**src/rtl/core/ellipsoid_vertex_generator_defines.svh**
```systemverilog
// Assertion macros for the ellipsoid vertex generator.
// Included by files that carry concurrent checks; no other dependencies.
`ifndef ELLIPSOID_VERTEX_GENERATOR_DEFINES_SVH
`define ELLIPSOID_VERTEX_GENERATOR_DEFINES_SVH

// same-cycle implication
`define EVG_ASSERT_IMPLY(label, clk, rst_n, ante, cons, msg) \
    label: assert property (@(posedge clk) disable iff (!rst_n) (ante) |-> (cons)) \
        else $error(msg);

// next-cycle implication
`define EVG_ASSERT_NEXT(label, clk, rst_n, ante, cons, msg) \
    label: assert property (@(posedge clk) disable iff (!rst_n) (ante) |=> (cons)) \
        else $error(msg);

`endif

```
**src/rtl/core/evg_pkg.sv**
```systemverilog
// Shared constants, types and coefficient tables for the ellipsoid vertex generator.
// No dependencies.
package evg_pkg;

    localparam int INDEX_BITS_DEF = 10;
    localparam int ANGLE_BITS_DEF = 16;

    localparam int PHASE_W = 16;
    localparam logic [PHASE_W-1:0] QUARTER_TURN = 16'h4000;

    // sine polynomial, Q28, Horner order
    localparam int HORNER_STEPS = 4;
    localparam int SINE_LAT     = HORNER_STEPS + 2;
    localparam int COEF_W       = 29;
    localparam logic [COEF_W-1:0] HORNER_COEF [HORNER_STEPS+1] = '{
        29'd43068, 29'd1256749, 29'd21392326, 29'd173399667, 29'd421657428
    };

    localparam int NQ_W          = 31;
    localparam int SQ_W          = 64;
    localparam int ROOT_W        = 32;
    localparam int ISQRT_STAGES  = 16;
    localparam int QUOT_W        = 15;
    localparam int DIV_PER_STAGE = 2;
    localparam int DIV_STAGES    = (QUOT_W + DIV_PER_STAGE - 1) / DIV_PER_STAGE;
    localparam int DVD_W         = NQ_W + 14;

    localparam int CFG_W      = 32;
    localparam int CFG_ADDR_W = 3;
    localparam int OUT_W      = 104;

    typedef enum logic [CFG_ADDR_W-1:0] {
        REG_THETA_ANGLES,
        REG_PHI_ANGLES,
        REG_RADIUS_X,
        REG_RADIUS_Y,
        REG_RADIUS_Z,
        REG_CENTER_X,
        REG_CENTER_Y,
        REG_CENTER_Z
    } cfg_reg_t;

endpackage

```
**src/rtl/core/evg_sine.sv**
```systemverilog
// Pipelined Q1.14 sine of a 16-bit turn phase, one Horner step per stage.
// Depends on evg_pkg.
module evg_sine (
    input  logic                         clk,
    input  logic                         en,
    input  logic [evg_pkg::PHASE_W-1:0]  phase,
    output logic signed [15:0]           sine
);

    localparam int STEPS = evg_pkg::HORNER_STEPS;
    localparam int CW    = evg_pkg::COEF_W;
    localparam int RW    = CW + 2;

    logic [1:0]    quad_reg [STEPS+1];
    logic [14:0]   x_reg    [STEPS+1];
    logic [14:0]   z_reg    [STEPS];
    logic [CW-1:0] t_reg    [STEPS];
    logic signed [15:0] sine_reg;

    // fold to first quadrant, square
    logic [13:0] frac;
    logic [14:0] x0;
    logic [29:0] xx;

    assign frac = phase[13:0];
    assign x0   = phase[14] ? (15'd16384 - {1'b0, frac}) : {1'b0, frac};
    assign xx   = x0 * x0;

    always_ff @(posedge clk)
    begin
        if (en)
        begin
            quad_reg[0] <= phase[15:14];
            x_reg[0]    <= x0;
            z_reg[0]    <= xx[28:14];
        end
    end

    for (genvar k = 1; k <= STEPS; k++)
    begin : g_horner
        logic [CW-1:0]  t_in;
        logic [CW+14:0] prod;
        logic [CW:0]    diff;

        if (k == 1)
        begin : g_first
            assign t_in = evg_pkg::HORNER_COEF[0];
        end
        else
        begin : g_rest
            assign t_in = t_reg[k-2];
        end

        assign prod = t_in * z_reg[k-1];
        assign diff = {1'b0, evg_pkg::HORNER_COEF[k]} - prod[CW+14:14];

        always_ff @(posedge clk)
        begin
            if (en)
            begin
                t_reg[k-1]  <= diff[CW-1:0];
                x_reg[k]    <= x_reg[k-1];
                quad_reg[k] <= quad_reg[k-1];
            end
        end

        if (k < STEPS)
        begin : g_zpass
            always_ff @(posedge clk)
            begin
                if (en)
                begin
                    z_reg[k] <= z_reg[k-1];
                end
            end
        end
    end

    // final scale, round, cap, sign
    logic [CW+14:0] sx;
    logic [RW-1:0]  rnd;
    logic [16:0]    mag_full;
    logic [14:0]    mag;

    assign sx       = t_reg[STEPS-1] * x_reg[STEPS];
    assign rnd      = {1'b0, sx[CW+14:14]} + RW'(8192);
    assign mag_full = rnd[RW-1:14];
    assign mag      = (mag_full > 17'd16384) ? 15'd16384 : mag_full[14:0];

    always_ff @(posedge clk)
    begin
        if (en)
        begin
            sine_reg <= quad_reg[STEPS][1] ? (16'd0 - {1'b0, mag}) : {1'b0, mag};
        end
    end

    assign sine = sine_reg;

endmodule

```
**config.mk**
```make
export PLATFORM = sky130hd
export DESIGN_NAME = evg_sine
export DESIGN_NICKNAME = d
export VERILOG_FILES = /design/src/rtl/core/ellipsoid_vertex_generator_defines.svh /design/src/rtl/core/evg_pkg.sv /design/src/rtl/core/evg_sine.sv
export SDC_FILE = /design/constraint.sdc
export NUM_CORES = 2
export LEC_CHECK = 0
export ABC_AREA = 1
export BUFFER_PORTS_ARGS = -buffer_cell sky130_fd_sc_hd__buf_2
export CELL_PAD_IN_SITES_DETAIL_PLACEMENT = 1
export CELL_PAD_IN_SITES_GLOBAL_PLACEMENT = 2
export CORE_ASPECT_RATIO = 1.75
export CORE_MARGIN = 4
export CORE_UTILIZATION = 42
export DETAILED_ROUTE_END_ITERATION = 10
export GPL_TIMING_DRIVEN = 0
export PLACE_DENSITY = 0.83
export SLEW_MARGIN = 10
export SYNTH_ARGS = -nofsm -noshare
export SYNTH_HDL_FRONTEND = slang
export SYNTH_SLANG_ARGS = --single-unit
export TNS_END_PERCENT = 30
```
**constraint.sdc**
```tcl
create_clock -name clk -period 11.2 [get_ports clk]
set_input_delay 3.36 -clock clk [delete_from_list [all_inputs] [get_ports clk]]
set_output_delay 3.36 -clock clk [all_outputs]
set_load 0.02 [all_outputs]
```
# Word-level counts from Yosys, hierarchy flattened
# Memories as Yosys holds them, arrays and structs flattened.
# Cells that the tools add are included.
# totals
elab_cells,25
ff_bits,16
n_memories,4
out_inout_bits,16
mem_bits_rw,261
in_bits,18
# op_classes
mux,5
multipliers,6
addsub,7
n_lt_le_gt_ge,1
# mem_list
memory,words,word_bits,rd,rd_clocked_by_memory_dff,wr,line_no,text
t_reg,4,29,4,0,4,evg_sine.sv:17,logic [CW-1:0] t_reg [STEPS];
x_reg,5,15,5,0,5,evg_sine.sv:15,logic [14:0] x_reg [STEPS+1];
z_reg,4,15,4,0,4,evg_sine.sv:16,logic [14:0] z_reg [STEPS];
quad_reg,5,2,5,0,5,evg_sine.sv:14,logic [1:0] quad_reg [STEPS+1];
# ops
cell,count
29-bit by 15-bit multiplier with 43-bit output,3
15-bit two-way mux,3
29-bit by 15-bit multiplier with 44-bit output,1
"30-bit by 14-bit adder with 31-bit output, second input constant",1
"14-bit by 15-bit multiplier with 29-bit output, first input constant",1
15-bit by 15-bit multiplier with 29-bit output,1
"25-bit by 29-bit subtractor with 29-bit output, first input constant",1
"28-bit by 29-bit subtractor with 29-bit output, first input constant",1
"29-bit subtractor, first input constant",1
"21-bit by 17-bit subtractor with 22-bit output, first input constant",1
"17-bit by 15-bit > comparator with 1-bit output, second input constant",1
"1-bit by 15-bit subtractor with 16-bit output, first input constant",1
"15-bit by 14-bit subtractor with 15-bit output, first input constant",1
1-bit two-way mux,2

# Longest topological paths before layout
# An unclocked memory read counts as a cell.
# logic_depth
word_depth,7
depth_mapped,50
mapped_depth_nobuf,47

# Worst setup path after synthesis
# No wires, ideal clock.
# synth_timing
kind,input -> register
from,input port phase[0] (netlist bit)
to,"memory z_reg[0][11], data pin"
t_arrival_ps,9967
n_path_buf,2
setup_ps,264
t_required_ps,10936
stages,36
path_slack_ps,969
cell_sequence,inv_1 > clkbuf_1 > ha_1 > inv_1 > nor2_1 > nand2_1 > nor2_1 > nand2_1 > nand2_1 > or2_2 > nand2_1 > inv_1 > clkbuf_1 > nor2_1 > fa_1 > inv_1 > fa_1 > inv_1 > fa_1 > inv_1 > fa_1 > fa_1 > inv_1 > fa_1 > ha_1 > nand4_1 > o221ai_1 > a31oi_1 > inv_1 > a21oi_1 > o21ai_0 > nand4_1 > and2_1 > o21bai_1 > a31oi_1 > xor2_1
# synth_lines
element,line_no,text
start: declaration,evg_sine.sv:6,"input logic [evg_pkg::PHASE_W-1:0] phase,"
end: declaration,evg_sine.sv:16,

==> impl_metrics.json <==
{
  "die_w_microns": 317.5,
  "wl_microns": 251600,
  "critPathCaptureType": "flop",
  "drtIter0Drc": 2418,
  "critPathRequiredTime_ns": 11.59,
  "clock_sinks": 257,
  "period_needed_ns": 10.75,
  "cts_root_buf": "clkbuf_16",
  "hold_start": "x_reg[0][23]$_DFFE_PP_",
  "crit_path_start": "phase[0]",
  "grt_pass1_vias": 65793,
  "nets": 10809,
  "via_per_inst": 5.121,
  "drt_pass1_iterations": 5,
  "rr_startpoint": "x_reg[0][73]$_DFFE_PP_",
  "grt_overflow": 0,
  "timing.final.crit_share_pct": 96.02,
  "cts-buffers-inserted": 29,
  "synth.avg_cell_area_sq_um": 8.107,
  "async_flop_share_pct": 0,
  "cp.arrival_ns": 11.14,
  "num_rows": 198,
  "finish.instance_area_sq_mm": 0.07445,
  "synth_area_leaders": "fa_1 40%, inv_1 13%, nand2_1 12%, ha_1 11%, edfxtp_1 11%",
  "yosysWarnings": 0,
  "synth-edff-count": 257,
  "grt.total_usage_pct": 29.15,
  "clkSlewWorstSetupHoldPaths_ns": 0.07,
  "status": "complete, no violations",
  "max_freq_mhz": 92.99,
  "place.detailed.hpwl_microns": 218100,
  "gp_congestion": 0.9760,
  "fin_util_pct": 44.72,
  "clockBufferDepth": 3,
  "drive_gt1_share_pct": 2.483,
  "synthesis.instances": 8686,
  "setup_viol": 0,
  "clk_latency_ns": 0.66,
  "largest_register_ffs": 101,
  "fp.coreArea_sq_mm": 0.1665,
  "cap_violations": 0,
  "ys_seq_area_share_pct": 10.96,
  "htreeDepth": 1,
  "layout.cells.non_filler": 10983,
  "syn_area_sq_mm": 0.07041,
  "grt_first_pass_wirelength_microns": 384500,
  "crit_slowest_cell": "fa_1",
  "die_area_sq_mm": 0.1745,
  "num_vias": 56245,
  "final-max-slew-violation-count": 0,
  "hp-class": "flop to flop",
  "synth_cell_types": 64,
  "cts_tree": "yes",
  "avgRoutedWirePerCell_microns": 22.91,
  "hold_viol_final": 0,
  "crit_type": "input pin to flop",
  "grt_max_degree": 112,
  "skew_ns": 0.03539,
  "worst_pin_slew_ns": 1.163,
  "synthFlopType": "edfxtp_1",
  "dpl_cell_area_sq_mm": 0.07344,
  "antenna_found_initial": 8,
  "dp_cells": 10929,
  "cpPeakStageDelay_ns": 0.56,
  "cts_hold_buf": 0,
  "start_util_pct": 42.30,
  "die_h_microns": 549.7,
  "yosys.area.top_type_share_pct": 39.63,
  "port_buffers": 32,
  "final_common_cell": "inv_1",
  "slew-limit-headroom_pct": 22.43,
  "drcViolationCount": 0,
  "io-pin-count": 34,
  "critPathLaunchType": "input pin",
  "synth.ff_latch_count": 257,
  "rsz0062_at_grt": "false",
  "synth_top_area_cell": "fa_1",
  "critPathMaxFanout": 10,
  "syn2layout_area_growth_pct": 5.734,
  "detail-route-antenna-nets": 0,
  "final_cell_mix": "2413 x inv_1, 2285 x nand2_1, 1394 x fa_1"
}
==> worst paths after layout <==
| check | endpoint | slack (ns) | depth (start not counted) |
|---|---|---|---|
| setup / recovery | z_reg[0][11]$_DFFE_PP_ | 0.45 | 31 |
| setup reg to reg | sine[14]$_DFFE_PP_ | 1.77 | 42 |
| hold / removal | x_reg[0][38]$_DFFE_PP_ | 0.41 | 0 |
| hold reg to reg | x_reg[0][38]$_DFFE_PP_ | 0.41 | 0 |
==> cell families (layout without fill, tap and decap cells) <==
family,after synthesis,count (layout),synth area share [%]
flip-flops,257,257,10.96
adder cells (fa/ha/maj),2032,2032,50.97
AO/OA/AOI/OAI,493,493,3.998
other,2,13,0.01067
AND/OR/NAND/NOR,2998,2998,17.16
buffers and inverters,2715,2801,14.53
XOR/XNOR,189,189,2.372
==> critical path: cells and delay by family <==
kind | cells | cell delay, ns
AND/OR/NAND/NOR | 8 | 1.28
XOR/XNOR | 2 | 0.64
AO/OA/AOI/OAI | 6 | 1.27
adder cells (fa/ha/maj) | 7 | 3.28
buffers and inverters | 8 | 1.29
==> cell usage after synthesis, drive strengths merged (54+ instances only) <==
| cell | count |
|---|---|
| a21oi | 247 |
| clkbuf | 251 |
| edfxtp | 257 |
| fa | 1394 |
| ha | 638 |
| inv | 2430 |
| nand2 | 2319 |
| nand3 | 156 |
| nand4 | 54 |
| nor2 | 384 |
| o21ai | 132 |
| xnor2 | 65 |
| xor2 | 124 |
==> routing by layer <==
layer,wire length (microns),track usage [%],vias to the layer above
li1,-,-,25411
met1,80200,27.14,28922
met2,139600,57.79,1175
met4,23750,21.55,10
met3,7978,3.098,727
met5,67,0,-
==> stage by stage <==
step	hold WS [ns]	setup TNS (ns)	setup slack, ns
after floorplan	0.4003	0	0.9691
after global placement	0.4008	-9.683	-1.336
after detailed placement	0.4056	-12.75	-1.566
after CTS	0.4085	0	0.03406
after global routing	0.4227	0	0.02968
final	0.4095	0	0.4456
==> area by class of cell <==
| class | count | area (sq um) |
|---|---|---|
| Sequential cell | 257 | 7717 |
| Antenna cell | 3 | 7.507 |
| Inverter | 2436 | 9151 |
| Timing Repair Buffer | 36 | 247.7 |
| Fill cell | 20525 | 92030 |
| Buffer | 277 | 1081 |
| Tap cell | 2200 | 2753 |
| Clock buffer | 31 | 733.2 |
| Multi-Input combinational cell | 5722 | 52540 |
| Clock inverter | 21 | 224.0 |
==> timing repair <==
| action | CTS | global route |
|---|---|---|
| endpoints found under the setup margin | 9 | 4 |
| resized for setup | 4 | 3 |
| buffers inserted | 0 | 1 |
Power is left out: the tool's default activity adds up to more than one toggle a clock period on the data nets, which glitch-free logic cannot reach.
