File: src/rtl/core/ellipsoid_vertex_generator_defines.svh
// Assertion macros for the ellipsoid vertex generator.
// Included by files that carry concurrent checks; no other dependencies.
`ifndef ELLIPSOID_VERTEX_GENERATOR_DEFINES_SVH
`define ELLIPSOID_VERTEX_GENERATOR_DEFINES_SVH

// same-cycle implication
`define EVG_ASSERT_IMPLY(label, clk, rst_n, ante, cons, msg) \
    label: assert property (@(posedge clk) disable iff (!rst_n) (ante) |-> (cons)) \
        else $error(msg);

// next-cycle implication
`define EVG_ASSERT_NEXT(label, clk, rst_n, ante, cons, msg) \
    label: assert property (@(posedge clk) disable iff (!rst_n) (ante) |=> (cons)) \
        else $error(msg);

`endif

File: src/rtl/core/evg_pkg.sv
// Shared constants, types and coefficient tables for the ellipsoid vertex generator.
// No dependencies.
package evg_pkg;

    localparam int INDEX_BITS_DEF = 10;
    localparam int ANGLE_BITS_DEF = 16;

    localparam int PHASE_W = 16;
    localparam logic [PHASE_W-1:0] QUARTER_TURN = 16'h4000;

    // sine polynomial, Q28, Horner order
    localparam int HORNER_STEPS = 4;
    localparam int SINE_LAT     = HORNER_STEPS + 2;
    localparam int COEF_W       = 29;
    localparam logic [COEF_W-1:0] HORNER_COEF [HORNER_STEPS+1] = '{
        29'd43068, 29'd1256749, 29'd21392326, 29'd173399667, 29'd421657428
    };

    localparam int NQ_W          = 31;
    localparam int SQ_W          = 64;
    localparam int ROOT_W        = 32;
    localparam int ISQRT_STAGES  = 16;
    localparam int QUOT_W        = 15;
    localparam int DIV_PER_STAGE = 2;
    localparam int DIV_STAGES    = (QUOT_W + DIV_PER_STAGE - 1) / DIV_PER_STAGE;
    localparam int DVD_W         = NQ_W + 14;

    localparam int CFG_W      = 32;
    localparam int CFG_ADDR_W = 3;
    localparam int OUT_W      = 104;

    typedef enum logic [CFG_ADDR_W-1:0] {
        REG_THETA_ANGLES,
        REG_PHI_ANGLES,
        REG_RADIUS_X,
        REG_RADIUS_Y,
        REG_RADIUS_Z,
        REG_CENTER_X,
        REG_CENTER_Y,
        REG_CENTER_Z
    } cfg_reg_t;

endpackage

File: src/rtl/core/evg_div.sv
// Pipelined restoring divider for one normal component, two quotient bits per stage.
// Depends on evg_pkg.
module evg_div (
    input  logic                           clk,
    input  logic                           en,
    input  logic [evg_pkg::DVD_W-1:0]      dividend,
    input  logic [evg_pkg::ROOT_W-1:0]     divisor,
    output logic [evg_pkg::QUOT_W-1:0]     quot
);

    localparam int QW  = evg_pkg::QUOT_W;
    localparam int DW  = evg_pkg::DVD_W;
    localparam int RTW = evg_pkg::ROOT_W;
    localparam int PER = evg_pkg::DIV_PER_STAGE;
    localparam int NST = evg_pkg::DIV_STAGES;

    typedef struct packed {
        logic [RTW-1:0] rem;
        logic [QW-1:0]  q;
        logic [QW-1:0]  lo;
        logic [RTW-1:0] dsr;
    } div_acc_t;

    function automatic div_acc_t div_step(div_acc_t a, int i);
        logic [RTW:0] rem2;
        div_acc_t     r;
        r    = a;
        rem2 = {a.rem, a.lo[i]};
        if (rem2 >= {1'b0, a.dsr})
        begin
            rem2   = rem2 - {1'b0, a.dsr};
            r.q[i] = 1'b1;
        end
        r.rem = rem2[RTW-1:0];
        return r;
    endfunction

    div_acc_t acc_reg [NST];

    for (genvar s = 0; s < NST; s++)
    begin : g_stage
        div_acc_t acc_in;
        div_acc_t acc_out;

        if (s == 0)
        begin : g_first
            assign acc_in.rem = RTW'(dividend[DW-1:QW]);
            assign acc_in.q   = '0;
            assign acc_in.lo  = dividend[QW-1:0];
            assign acc_in.dsr = divisor;
        end
        else
        begin : g_rest
            assign acc_in = acc_reg[s-1];
        end

        always_comb
        begin
            acc_out = acc_in;
            for (int j = 0; j < PER; j++)
            begin
                if (QW - 1 - s * PER - j >= 0)
                begin
                    acc_out = div_step(acc_out, QW - 1 - s * PER - j);
                end
            end
        end

        always_ff @(posedge clk)
        begin
            if (en)
            begin
                acc_reg[s] <= acc_out;
            end
        end
    end

    assign quot = acc_reg[NST-1].q;

endmodule

File: config.mk
export PLATFORM = sky130hd
export DESIGN_NAME = evg_div
export DESIGN_NICKNAME = d
export VERILOG_FILES = /design/src/rtl/core/ellipsoid_vertex_generator_defines.svh /design/src/rtl/core/evg_pkg.sv /design/src/rtl/core/evg_div.sv
export SDC_FILE = /design/constraint.sdc
export NUM_CORES = 2
export LEC_CHECK = 0
export BUFFER_PORTS_ARGS = -buffer_cell sky130_fd_sc_hd__buf_2
export CAP_MARGIN = 20
export CORE_MARGIN = 2
export CORE_UTILIZATION = 70
export DETAILED_ROUTE_END_ITERATION = 10
export HOLD_SLACK_MARGIN = 0.06
export PLACE_DENSITY = 0.85
export SLEW_MARGIN = 25
export SYNTH_ARGS = -nofsm -noshare
export SYNTH_HDL_FRONTEND = slang
export SYNTH_SLANG_ARGS = --single-unit
File: constraint.sdc
create_clock -name clk -period 10.9 [get_ports clk]
set_clock_uncertainty 0.05 [all_clocks]
set_input_delay 0.545 -clock clk [delete_from_list [all_inputs] [get_ports clk]]
set_output_delay 0.545 -clock clk [all_outputs]
set_load 0.02 [all_outputs]
### Yosys cells after proc, flatten, opt, wreduce, memory -nomap -nowiden

Memory sizes are Yosys's and may differ from the RTL's.
Index checks and enable logic that the tools add are counted.

| cells by class | value |
|---|---|
| add/subtract/negate cells | 15 |
| multiply operators | 0 |
| div/mod/pow operators | 0 |
| $lt $le $gt $ge | 15 |
| equality and inequality tests | 0 |
| shift operators | 0 |
| multiplexer cells | 32 |
| bitwise gates (word level) | 0 |
| reductions and logical operators | 0 |

Operators with widths:

| operator | count |
|---|---|
| 32-bit 2-to-1 mux | 15 |
| 33-bit by 32-bit >= comparator with 1-bit output | 14 |
| 32-bit subtractor | 14 |
| 31-bit by 32-bit >= comparator with 1-bit output | 1 |
| 31-bit by 32-bit subtractor with 32-bit output | 1 |
| 1-bit 2-to-1 mux | 17 |

| word-level totals | value |
|---|---|
| bits in registers | 0 |
| latch bits | 0 |
| bits in writable memories | 752 |
| ROM bits | 0 |
| bits of input ports | 79 |
| output and inout bits | 15 |
| logic and storage cells | 63 |
| memories kept | 1 |

Memory list:

| memory | depth | bits a word | rd ports | clocked after memory_dff | wr ports | RTL line | RTL |
|---|---|---|---|---|---|---|---|
| acc_reg | 8 | 94 | 8 | 0 | 8 | evg_div.sv:38 | `div_acc_t acc_reg [NST];` |

### Depth between registers and ports, before layout

An unclocked memory read counts as a cell.

| depth | value |
|---|---|
| depth in word-level cells | 5 |
| gate-level depth with buffers | 30 |
| depth with buffers taken out | 26 |

### Worst setup path after synthesis

Ideal clock, no wire load.

| timing | value |
|---|---|
| path type | input-to-reg |
| start point | in dividend[14] (netlist name) |
| end point | mem acc_reg[0][84] (netlist name) (data pin) |
| library setup time | 262 ps |
| arrival | 5770 ps |
| required time | 10588 ps |
| slack | 4818 ps |
| stages on the path | 29 |
| path buffers | 5 |
| cell sequence | inv_1 ha_1 inv_1 fa_1 a21oi_1 o21ai_1 a211o_1 nand2_1 o21ai_1 o31ai_1 and2_1 buf_4 clkbuf_1 o21ai_0 ha_1 clkbuf_1 nand4_1 nor2_1 nand3_1 o21bai_1 a31oi_1 a211oi_1 o31ai_1 nand2_1 and3_2 inv_2 buf_6 buf_6 mux2_1 |

RTL lines:

| element | RTL line | RTL |
|---|---|---|
| from (decl) | evg_div.sv:6 | `input logic [evg_pkg::DVD_W-1:0] dividend,` |
| to (decl) | evg_div.sv:38 |  |

==> impl_metrics.env <==
export IMPL_outcome="finished, final reports clean"
export IMPL_max_cap_viol_count=0
export IMPL_timing_fmax_ghz=0.124
export IMPL_finish_instance_area_um2=49600
export IMPL_cts_root_buf="clkbuf_16"
export IMPL_drt_vias_per_instance=6.37
export IMPL_worst_slew_pin_slew_ns=1.04
export IMPL_netlist_area_um2=46200
export IMPL_async_flop_share_pct=0
export IMPL_grt_max_degree=163
export IMPL_synth_edf_count=568
export IMPL_cp_arrival_ns=8.34
export IMPL_cts_setup_buffers=0
export IMPL_clkLatencyLatePin_ns=0.61
export IMPL_crit_required_ns=11.20
export IMPL_synth_seq_area_share_pct=36.9
export IMPL_synthAdderAreaFrac_pct=13.6
export IMPL_path_class="flip-flop to flip-flop"
export IMPL_die_w_um=261
export IMPL_cts_sinks=568
export IMPL_dpl_instance_area_um2=47400
export IMPL_drive_gt1_share_pct=10.1
export IMPL_start_kind="flip-flop"
export IMPL_whs_path_depth=1
export IMPL_vias=36300
export IMPL_muxShareOfSynthArea_pct=7.87
export IMPL_yosys_register_bits=568
export IMPL_dieArea_um2=68100
export IMPL_synth_warnings=0
export IMPL_grt_remaining_overflow=0
export IMPL_grt_total_usage_pct=34.9
export IMPL_drc=0
export IMPL_synth_nets=5276
export IMPL_largest_register_ffs=568
export IMPL_avgSynthCellArea_um2=9.83
export IMPL_synth_area_leaders="edfxtp_1 (37%), ha_1 (13%), mux2_2 (4.7%)"
export IMPL_fin_ws_ns=2.86
export IMPL_grt_pass1_vias=36700
export IMPL_min_path_type="primary input to flip-flop"
export IMPL_multi_input_area_um2=27100
export IMPL_post_dp_hpwl_um=93700
export IMPL_nFillCells=4541
export IMPL_clockBufferDepth=3
export IMPL_setup_tns_ns=0
export IMPL_core_um2=65600
export IMPL_wirelength_um=120000
export IMPL_cp_max_fo=51
export IMPL_yosys_area_share_simple_pct=12.0
export IMPL_synth_xor_area_share_pct=6.71
export IMPL_ys_top_cells_by_count="edfxtp_1 (568), ha_1 (479), a21oi_1 (434), inv_1 (394), nor2_1 (313)"
export IMPL_syn_to_final_growth_pct=7.33
export IMPL_place_ws_ns=2.79
export IMPL_rr_worst_depth=23
export IMPL_min_period_ns=8.04
export IMPL_postRouteAntennaNets=0
export IMPL_post_route_period_util_pct=73.8
export IMPL_htree_levels=3
export IMPL_portBuffers=93
export IMPL_ioPinCount=94
export IMPL_yosysMostFrequentCell="edfxtp_1"
export IMPL_max_slew_margin_pct=30.4
export IMPL_grt_pass1_wl_um=188000
export IMPL_place_congestion=1.04
export IMPL_die_h_um=261
export IMPL_antenna_found_initial=0
export IMPL_drt_pass1_iterations=6
export IMPL_cts_made_buffers=66
export IMPL_first_iter_violations=2797
export IMPL_synth_compound_area_share_pct=18.4
export IMPL_synth_top_area_cell="edfxtp_1"
export IMPL_synth_top_cell_area_share_pct=36.9
export IMPL_endpoint_kind="flip-flop"
export IMPL_wl_per_cell_um=21.0
export IMPL_netlist_instances=4704
export IMPL_cts_tree="built"
export IMPL_slew_violations=0
export IMPL_n_antenna_cell=0
export IMPL_rows=94
export IMPL_final_hold_viol_count=0
export IMPL_rsz0062_at_grt="false"
export IMPL_start_util_pct=70.4
export IMPL_clk_pin_slew_worst_paths_ns=0.06
export IMPL_synth_ff_type="edfxtp_1"
export IMPL_synth_distinct_cells=92
export IMPL_register_area_um2=17100
export IMPL_nNetsFinal=5369
export IMPL_finalSetupViolations=0
export IMPL_synth_top_family_by_area="compound AO/OA/AOI/OAI gates"
## repair_timing
item	in CTS	in global routing
endpoints found under the hold margin	17	0
hold buffers	17	0
resized for setup	0	0
## placed cells by master, fill, tap and decap left out, drive strengths merged, types with 16 or more instances in the layout
cell | synthesis | layout
a2111oi | 16 | 16
a211o | 16 | 16
a211oi | 38 | 38
a21boi | 21 | 21
a21o | 178 | 178
a21oi | 435 | 435
a31oi | 48 | 48
and2 | 29 | 29
and3 | 50 | 50
buf | 58 | 114
clkbuf | 48 | 79
clkinv | 0 | 19
dlygate4sd3 | 0 | 17
edfxtp | 568 | 568
ha | 479 | 479
inv | 400 | 408
mux2 | 291 | 291
mux2i | 26 | 26
nand2 | 267 | 267
nand2b | 57 | 57
nand3 | 85 | 85
nand4 | 69 | 69
nor2 | 313 | 313
nor2b | 61 | 61
nor3 | 72 | 72
nor3b | 16 | 16
nor4 | 21 | 21
o211ai | 29 | 29
o21a | 59 | 59
o21ai | 274 | 274
o21bai | 50 | 50
o31ai | 27 | 27
or2 | 23 | 23
or3 | 20 | 20
xnor2 | 246 | 246
xor2 | 108 | 108
## worst paths after layout
kind	start	end	slack (ns)
min reg2reg	acc_reg[1][246]	acc_reg[1][340]	0.36
max reg2reg	acc_reg[1][95]	acc_reg[1][274]	2.86
max	acc_reg[1][95]	acc_reg[1][274]	2.86
min	divisor[2]	acc_reg[0][2]	0.09
## cells by family (layout without fill, tap and decap cells)
kind of cell	count (synthesis)	count (layout)
AND/OR/NAND/NOR	1128	1128
buffers and inverters	506	645
XOR/XNOR	354	354
AO/OA/AOI/OAI	1338	1338
multiplexers	317	317
adder cells (fa/ha/maj)	493	493
flip-flops	568	568
## area by class of cell
| class | instances | share of cell area [%] |
|---|---|---|
| Sequential cell | 568 | 34.4 |
| Timing Repair Buffer | 131 | 1.67 |
| Clock buffer | 79 | 3.47 |
| Multi-Input combinational cell | 3630 | 54.7 |
| Clock inverter | 35 | 0.623 |
| Inverter | 400 | 3.03 |
| Tap cell | 864 | 2.18 |
## per-stage QoR
| step | utilization, % | hold slack (ns) | std cells |
|---|---|---|---|
| finish | 75.6 | 0.0896 | 5707 |
| global route | 75.6 | 0.0745 | 5707 |
| CTS | 75.6 | 0.0633 | 5707 |
| detailed placement | 72.3 | 0.355 | 5576 |
| global placement | 72.2 | 0.350 | 5576 |
| floorplan | - | 0.350 | 4704 |
## worst max-delay path, stage by stage (launching register included)
cell       delay, ns
edfxtp_1        0.39
inv_1           0.21
ha_1            0.39
nor2b_1         0.20
o31a_1          0.27
o31ai_1         0.45
a21oi_1         0.25
a2bb2oi_1       0.50
o21a_1          0.26
o31ai_4         0.06
buf_4           0.33
a21oi_1         0.43
ha_1            0.33
nor2b_1         0.15
o31a_1          0.25
o21ai_0         0.15
nand2b_1        0.16
a31oi_1         0.53
o21ai_1         0.29
o21ai_0         0.45
o311ai_1        0.23
a21boi_2        0.52
inv_2           0.46
mux2_2          0.43
## routing by layer
metal / up-vias / global-route usage, % / share of wire (%)
li1: 17700 / - / -
met1: 17200 / 35.3 / 36
met2: 1077 / 65.9 / 52
met3: 366 / 4.07 / 3.8
met4: 0 / 25.9 / 8.2
met5: - / 0 / 0
Power is left out: the tool's default activity adds up to more than one toggle a clock period on the data nets, which glitch-free logic cannot reach.
