## config.mk

```make
export PLATFORM = sky130hd
export DESIGN_NAME = evg_isqrt
export DESIGN_NICKNAME = d
export VERILOG_FILES = /design/src/rtl/core/ellipsoid_vertex_generator_defines.svh /design/src/rtl/core/evg_pkg.sv /design/src/rtl/core/evg_isqrt.sv
export SDC_FILE = /design/constraint.sdc
export NUM_CORES = 2
export LEC_CHECK = 0
export ABC_AREA = 1
export BUFFER_PORTS_ARGS = -buffer_cell sky130_fd_sc_hd__clkbuf_2
export CAP_MARGIN = 20
export CORE_MARGIN = 2
export CORE_UTILIZATION = 49
export CTS_BUF_LIST = sky130_fd_sc_hd__clkbuf_8
export DETAILED_ROUTE_END_ITERATION = 10
export HOLD_SLACK_MARGIN = 0.12
export PLACE_DENSITY = 0.63
export REMOVE_ABC_BUFFERS = 1
export SYNTH_ARGS = -nofsm -noshare
export SYNTH_HDL_FRONTEND = slang
export SYNTH_SLANG_ARGS = --single-unit
```

## constraint.sdc

```tcl
create_clock -name clk -period 8.89 [get_ports clk]
set_input_delay 1.778 -clock clk [delete_from_list [all_inputs] [get_ports clk]]
set_output_delay 1.778 -clock clk [all_outputs]
set_load 0.005 [all_outputs]
```

## src/rtl/core/ellipsoid_vertex_generator_defines.svh

```systemverilog
// Assertion macros for the ellipsoid vertex generator.
// Included by files that carry concurrent checks; no other dependencies.
`ifndef ELLIPSOID_VERTEX_GENERATOR_DEFINES_SVH
`define ELLIPSOID_VERTEX_GENERATOR_DEFINES_SVH

// same-cycle implication
`define EVG_ASSERT_IMPLY(label, clk, rst_n, ante, cons, msg) \
    label: assert property (@(posedge clk) disable iff (!rst_n) (ante) |-> (cons)) \
        else $error(msg);

// next-cycle implication
`define EVG_ASSERT_NEXT(label, clk, rst_n, ante, cons, msg) \
    label: assert property (@(posedge clk) disable iff (!rst_n) (ante) |=> (cons)) \
        else $error(msg);

`endif

```

## src/rtl/core/evg_pkg.sv

```systemverilog
// Shared constants, types and coefficient tables for the ellipsoid vertex generator.
// No dependencies.
package evg_pkg;

    localparam int INDEX_BITS_DEF = 10;
    localparam int ANGLE_BITS_DEF = 16;

    localparam int PHASE_W = 16;
    localparam logic [PHASE_W-1:0] QUARTER_TURN = 16'h4000;

    // sine polynomial, Q28, Horner order
    localparam int HORNER_STEPS = 4;
    localparam int SINE_LAT     = HORNER_STEPS + 2;
    localparam int COEF_W       = 29;
    localparam logic [COEF_W-1:0] HORNER_COEF [HORNER_STEPS+1] = '{
        29'd43068, 29'd1256749, 29'd21392326, 29'd173399667, 29'd421657428
    };

    localparam int NQ_W          = 31;
    localparam int SQ_W          = 64;
    localparam int ROOT_W        = 32;
    localparam int ISQRT_STAGES  = 16;
    localparam int QUOT_W        = 15;
    localparam int DIV_PER_STAGE = 2;
    localparam int DIV_STAGES    = (QUOT_W + DIV_PER_STAGE - 1) / DIV_PER_STAGE;
    localparam int DVD_W         = NQ_W + 14;

    localparam int CFG_W      = 32;
    localparam int CFG_ADDR_W = 3;
    localparam int OUT_W      = 104;

    typedef enum logic [CFG_ADDR_W-1:0] {
        REG_THETA_ANGLES,
        REG_PHI_ANGLES,
        REG_RADIUS_X,
        REG_RADIUS_Y,
        REG_RADIUS_Z,
        REG_CENTER_X,
        REG_CENTER_Y,
        REG_CENTER_Z
    } cfg_reg_t;

endpackage

```

## src/rtl/core/evg_isqrt.sv

```systemverilog
// Pipelined integer square root of a 64-bit value, two result bits per stage.
// Depends on evg_pkg.
module evg_isqrt (
    input  logic                          clk,
    input  logic                          en,
    input  logic [evg_pkg::SQ_W-1:0]      val,
    output logic [evg_pkg::ROOT_W-1:0]    root
);

    localparam int NST = evg_pkg::ISQRT_STAGES;

    typedef struct packed {
        logic [63:0] v;
        logic [63:0] res;
    } sqrt_acc_t;

    function automatic sqrt_acc_t sqrt_step(sqrt_acc_t a, int i);
        logic [63:0] bitv;
        logic [63:0] trial;
        sqrt_acc_t   r;
        bitv  = 64'd1 << (62 - 2 * i);
        trial = a.res + bitv;
        if (a.v >= trial)
        begin
            r.v   = a.v - trial;
            r.res = (a.res >> 1) + bitv;
        end
        else
        begin
            r.v   = a.v;
            r.res = a.res >> 1;
        end
        return r;
    endfunction

    sqrt_acc_t acc_reg [NST];

    for (genvar s = 0; s < NST; s++)
    begin : g_stage
        sqrt_acc_t acc_in;
        sqrt_acc_t acc_mid;
        sqrt_acc_t acc_out;

        if (s == 0)
        begin : g_first
            assign acc_in.v   = val;
            assign acc_in.res = '0;
        end
        else
        begin : g_rest
            assign acc_in = acc_reg[s-1];
        end

        assign acc_mid = sqrt_step(acc_in, 2 * s);
        assign acc_out = sqrt_step(acc_mid, 2 * s + 1);

        always_ff @(posedge clk)
        begin
            if (en)
            begin
                acc_reg[s] <= acc_out;
            end
        end
    end

    assign root = acc_reg[NST-1].res[evg_pkg::ROOT_W-1:0];

endmodule

```

After elaboration in Yosys (flattened, before gate mapping)
Memories as Yosys holds them, arrays and structs flattened.
Index checks and enable logic that the tools add are counted.
{"block": "totals", "mem_count": 1, "regBits": 0, "mem_bits_rw": 2048, "word_cells": 161}
{"name": "acc_reg", "words": 16, "word_bits": 128, "rd": 16, "rd_clocked_by_memory_dff": 0, "wr": 16, "line": "evg_isqrt.sv:36", "source": "sqrt_acc_t acc_reg [NST];"}
{"block": "classes", "add_sub_neg": 94, "magnitude_cmp": 32, "mux": 34}
{"operator": "$mux W128", "count": 32}
{"operator": "$ge A64 B64 Y1", "count": 31}
{"operator": "$sub A64 B64 Y64", "count": 31}
{"operator": "$add A63 B1 Y64 const B", "count": 1}
{"operator": "$add A63 B11 Y64 const B", "count": 1}
{"operator": "$add A63 B13 Y64 const B", "count": 1}
{"operator": "$add A63 B15 Y64 const B", "count": 1}
{"operator": "$add A63 B17 Y64 const B", "count": 1}
{"operator": "$add A63 B19 Y64 const B", "count": 1}
{"operator": "$add A63 B21 Y64 const B", "count": 1}
{"operator": "$add A63 B23 Y64 const B", "count": 1}
{"operator": "$add A63 B25 Y64 const B", "count": 1}
{"operator": "$add A63 B27 Y64 const B", "count": 1}
{"operator": "$add A63 B29 Y64 const B", "count": 1}
{"operator": "$add A63 B3 Y64 const B", "count": 1}
{"operator": "$add A63 B31 Y64 const B", "count": 1}
{"operator": "$add A63 B33 Y64 const B", "count": 1}
{"operator": "$add A63 B35 Y64 const B", "count": 1}
{"operator": "$add A63 B37 Y64 const B", "count": 1}
{"operator": "$add A63 B39 Y64 const B", "count": 1}
{"operator": "$add A63 B41 Y64 const B", "count": 1}
{"operator": "$add A63 B43 Y64 const B", "count": 1}
{"operator": "$add A63 B45 Y64 const B", "count": 1}
{"operator": "$add A63 B47 Y64 const B", "count": 1}
{"operator": "other kinds (44)", "count": 45}

Depth between registers and ports, before layout
An unclocked memory read counts as a cell.
{"block": "logic_depth", "depth_word": 7, "mapped_depth": 35}

Least setup slack after synthesis
OpenSTA, ideal clock, no wires.
{"block": "synth_path", "path_type": "reg2reg", "from": "memory acc_reg[6][163] (netlist name)", "to": "memory acc_reg[7][123] (netlist name) (data pin)", "path_stages_with_launch": 31, "t_arrival_ns": 4.104, "setup_time_ns": 0.248, "required_ns": 8.642, "path_buffers": 3, "path_slack_ns": 4.539, "cell_sequence": "edfxtp_1 > inv_1 > ha_1 > a21oi_1 > nand4_1 > nor2_2 > nand2_2 > a21oi_4 > nand2_4 > buf_2 > inv_1 > clkbuf_1 > clkbuf_1 > nand2_1 > o21ai_0 > ha_1 > a21oi_1 > inv_1 > a31oi_1 > inv_1 > a21oi_1 > o221a_2 > nand2_1 > nand2_1 > nand2_1 > nor2_1 > nand2_1 > nand2_1 > nand2_1 > nand2_2 > inv_2"}
{"item": "from (decl)", "line": "evg_isqrt.sv:36"}

==> flow_metrics.env <==
export IMPL_status="finished, final reports clean"
export IMPL_layout_cells_non_filler=17700
export IMPL_place_ws_ps=1930
export IMPL_h_tree_depth=4
export IMPL_cp_start_kind="flop"
export IMPL_dp_cells=17300
export IMPL_cts_tree="yes"
export IMPL_synthMuxAreaShare_pct=0.0111
export IMPL_vias_per_cell=5.58
export IMPL_drive_above_1_share_pct=4.42
export IMPL_syn_inst=14600
export IMPL_wl_per_cell_um=22.6
export IMPL_yosysSeqAreaShare_pct=36.4
export IMPL_ys_flop_type="edfxtp_1"
export IMPL_ys_warnings_count=0
export IMPL_max_freq_mhz=137
export IMPL_final_cell_mix="4,391 x nand2_1, 2,297 x inv_1, 1,861 x nor2_1"
export IMPL_ctsResizeCount=0
export IMPL_critPathCaptureType="flop"
export IMPL_async_flop_share_pct=0
export IMPL_design_area_um2=109000
export IMPL_cts_buffer_depth=3
export IMPL_dpl_cell_area_um2=105000
export IMPL_area_delta_synth_final_pct=7.71
export IMPL_portBuffers=97
export IMPL_grt_pass1_wl_mm=579
export IMPL_coreArea_um2=207000
export IMPL_grt_usage_pct=36.8
export IMPL_drtPass1Iterations=7
export IMPL_nNetsFinal=15400
export IMPL_root_buffer="clkbuf_8"
export IMPL_cts_sink_count=1232
export IMPL_path_max_fanout=53
export IMPL_hold_path_class="reg2reg"
export IMPL_rsz0062_at_grt="false"
export IMPL_drc=0
export IMPL_vdd_drop_max_mv=0.173
export IMPL_yosysUniqueCellTypes=65
export IMPL_synth_top_family_by_area="simple AND/OR/NAND/NOR gates"
export IMPL_ys_ff_latch=1232
export IMPL_fill_cells=21100
export IMPL_start_util_pct=49.2
export IMPL_worst_slack_ps=1620
export IMPL_num_rows=167
export IMPL_worst_pin_slew_ps=1280
export IMPL_overflow=0
export IMPL_die_w_um=459
export IMPL_antenna_found_initial=8
export IMPL_drv_slew=0
export IMPL_cts_hold_buf=0
export IMPL_finalCritPeriodShare_pct=81.8
export IMPL_ff2ff_setup_slack_ps=1620
export IMPL_clock_skew_ps=93.8
export IMPL_post_cts_buffers=0
export IMPL_cp_data_arrival_time_ps=7950
export IMPL_finalSetupViolCount=0
export IMPL_p_per_area_nw_per_um2=295
export IMPL_first_global_vias=90800
export IMPL_fin_tns_setup_ps=0
export IMPL_synthAdderAreaFrac_pct=7.06
export IMPL_dp_hpwl_mm=334
export IMPL_numCtsBuffers=218
export IMPL_dieArea_um2=211000
export IMPL_maxCapViolations=0
export IMPL_synthSimpleGateAreaFrac_pct=33.5
export IMPL_gp_congestion=1.05
export IMPL_grt_max_degree=201
export IMPL_worstPathRequired_ps=9560
export IMPL_path_clk_slew_ps=70
export IMPL_criticalPathCategory="reg2reg"
export IMPL_syn_avg_cell_area_um2=6.95
export IMPL_vias=98700
export IMPL_period_minus_slack_ps=7270
export IMPL_synth_xor_area_share_pct=4.43
export IMPL_drtIter0Drc=10900
export IMPL_hold_viol_final=0
export IMPL_syn_cell_area_um2=102000
export IMPL_wl_mm=400
export IMPL_ant_nets=0
export IMPL_clk_latency_ps=1050
export IMPL_leakagePower_nw=49.6
export IMPL_largest_reg_flops=1232
export IMPL_final_common_cell="nand2_1"
export IMPL_maxSlewHeadroom_pct=13.7
export IMPL_synth_compound_area_share_pct=9.03
export IMPL_die_h_um=459
export IMPL_synth_edf_count=1232
export IMPL_ios=98
-- cell type report --
class	instances	area [µm²]	share of cell area, %
tap	2704	3380	3.09
clock buffer	219	3010	2.75
clock inverter	188	1680	1.53
antenna	5	12.5	0.0114
timing repair buffer	128	818	0.748
inverter	2288	8590	7.85
sequential	1232	37000	33.8
multi-input combinational	10900	54900	50.2
-- cell usage after synthesis (4+ instances only) --
| cell type | number | share of area [%] |
|---|---|---|
| nor2_4 | 17 | 0.19 |
| nor2_2 | 39 | 0.24 |
| inv_2 | 41 | 0.15 |
| xor2_1 | 238 | 2.1 |
| ha_1 | 573 | 7.1 |
| nand2_4 | 6 | 0.067 |
| nor4_1 | 96 | 0.59 |
| a21o_1 | 36 | 0.27 |
| buf_4 | 53 | 0.39 |
| a21oi_1 | 712 | 3.5 |
| nand2_1 | 4391 | 16 |
| nand3_2 | 22 | 0.22 |
| a211oi_1 | 5 | 0.037 |
| nor2_1 | 1861 | 6.9 |
| or2_2 | 34 | 0.21 |
| clkinv_1 | 4 | 0.015 |
| and2_1 | 23 | 0.14 |
| o21ai_2 | 5 | 0.043 |
| nand3_1 | 1039 | 5.1 |
| a21boi_0 | 12 | 0.089 |
| and2_0 | 4 | 0.025 |
| xnor2_1 | 274 | 2.4 |
| clkbuf_1 | 50 | 0.18 |
| nand4_1 | 295 | 1.8 |
| a31oi_1 | 59 | 0.36 |
| o21ai_0 | 630 | 3.1 |
| nand3b_1 | 47 | 0.35 |
| o211ai_1 | 29 | 0.21 |
| nand2_2 | 36 | 0.22 |
| o21ai_1 | 93 | 0.46 |
| edfxtp_1 | 1232 | 36 |
| inv_1 | 2242 | 8.3 |
| o21bai_1 | 37 | 0.27 |
| buf_6 | 25 | 0.28 |
| buf_2 | 43 | 0.21 |
| and3_1 | 9 | 0.055 |
| o221a_2 | 4 | 0.044 |
| a21oi_2 | 5 | 0.043 |
| nor3_1 | 210 | 1.0 |
| o21a_1 | 55 | 0.41 |
| o31ai_1 | 4 | 0.030 |
-- critical path, stage by stage, from the launching register on --
cell and delay (ps):
edfxtp_1 760, inv_1 190, ha_1 440, nand2_1 90
inv_2 100, nand2_1 120, nor2_1 220, nand2_1 80
nor2_1 130, nand3_1 80, nand2_1 80, inv_2 60
nand2_4 380, clkinv_1 130, buf_4 290, o21ai_0 410
ha_1 360, a21oi_1 220, nor2_1 60, nor2_1 280
o21ai_0 330, a21oi_1 350, nand3_1 170, nand2_1 140
nand3_4 440, inv_4 660, o21ai_1 290
-- kinds of logic after synthesis --
logic type | count (synthesis)
multiplexers | 1
AO/OA/AOI/OAI | 1700
XOR/XNOR | 513
flip-flops | 1232
buffers and inverters | 2462
adder cells (fa/ha/maj) | 573
AND/OR/NAND/NOR | 8144
-- stage by stage --
stage	hold WS (ps)	utilization (%)	total power, mW
2_1_floorplan	426	-	20.1
3_3_place_gp	430	50.7	26.2
3_5_place_dp	433	50.7	26.1
4_1_cts	410	52.9	31.9
5_1_grt	418	52.9	34.3
6_report	420	52.9	32.3
-- final timing paths --
kind	from	to	cells after the start
worst min register to register	acc_reg[3][67]$_DFFE_PP_	acc_reg[3][195]$_DFFE_PP_	0
worst max-delay path	acc_reg[5][167]$_DFFE_PP_	acc_reg[6][101]$_DFFE_PP_	26
worst min-delay path	acc_reg[3][67]$_DFFE_PP_	acc_reg[3][195]$_DFFE_PP_	0
worst max register to register	acc_reg[5][167]$_DFFE_PP_	acc_reg[6][101]$_DFFE_PP_	26
-- where the power goes --
group	switching [mW]	internal, mW	leakage, nW
registers	1.21	7.87	11.8
logic	12.3	5.23	35.3
clock network	2.73	3.01	2.55
total	16.2	16.1	49.6
-- metal layers --
| metal | global-route usage [%] | wire (µm) | vias up |
|---|---|---|---|
| met2 | 58.2 | 178000 | 4192 |
| met5 | 0 | 7 | - |
| li1 | - | - | 48100 |
| met1 | 47.8 | 163000 | 45500 |
| met3 | 5.28 | 30200 | 878 |
| met4 | 22.2 | 28400 | 2 |
Note: power is estimated with default switching activity, not from simulation.
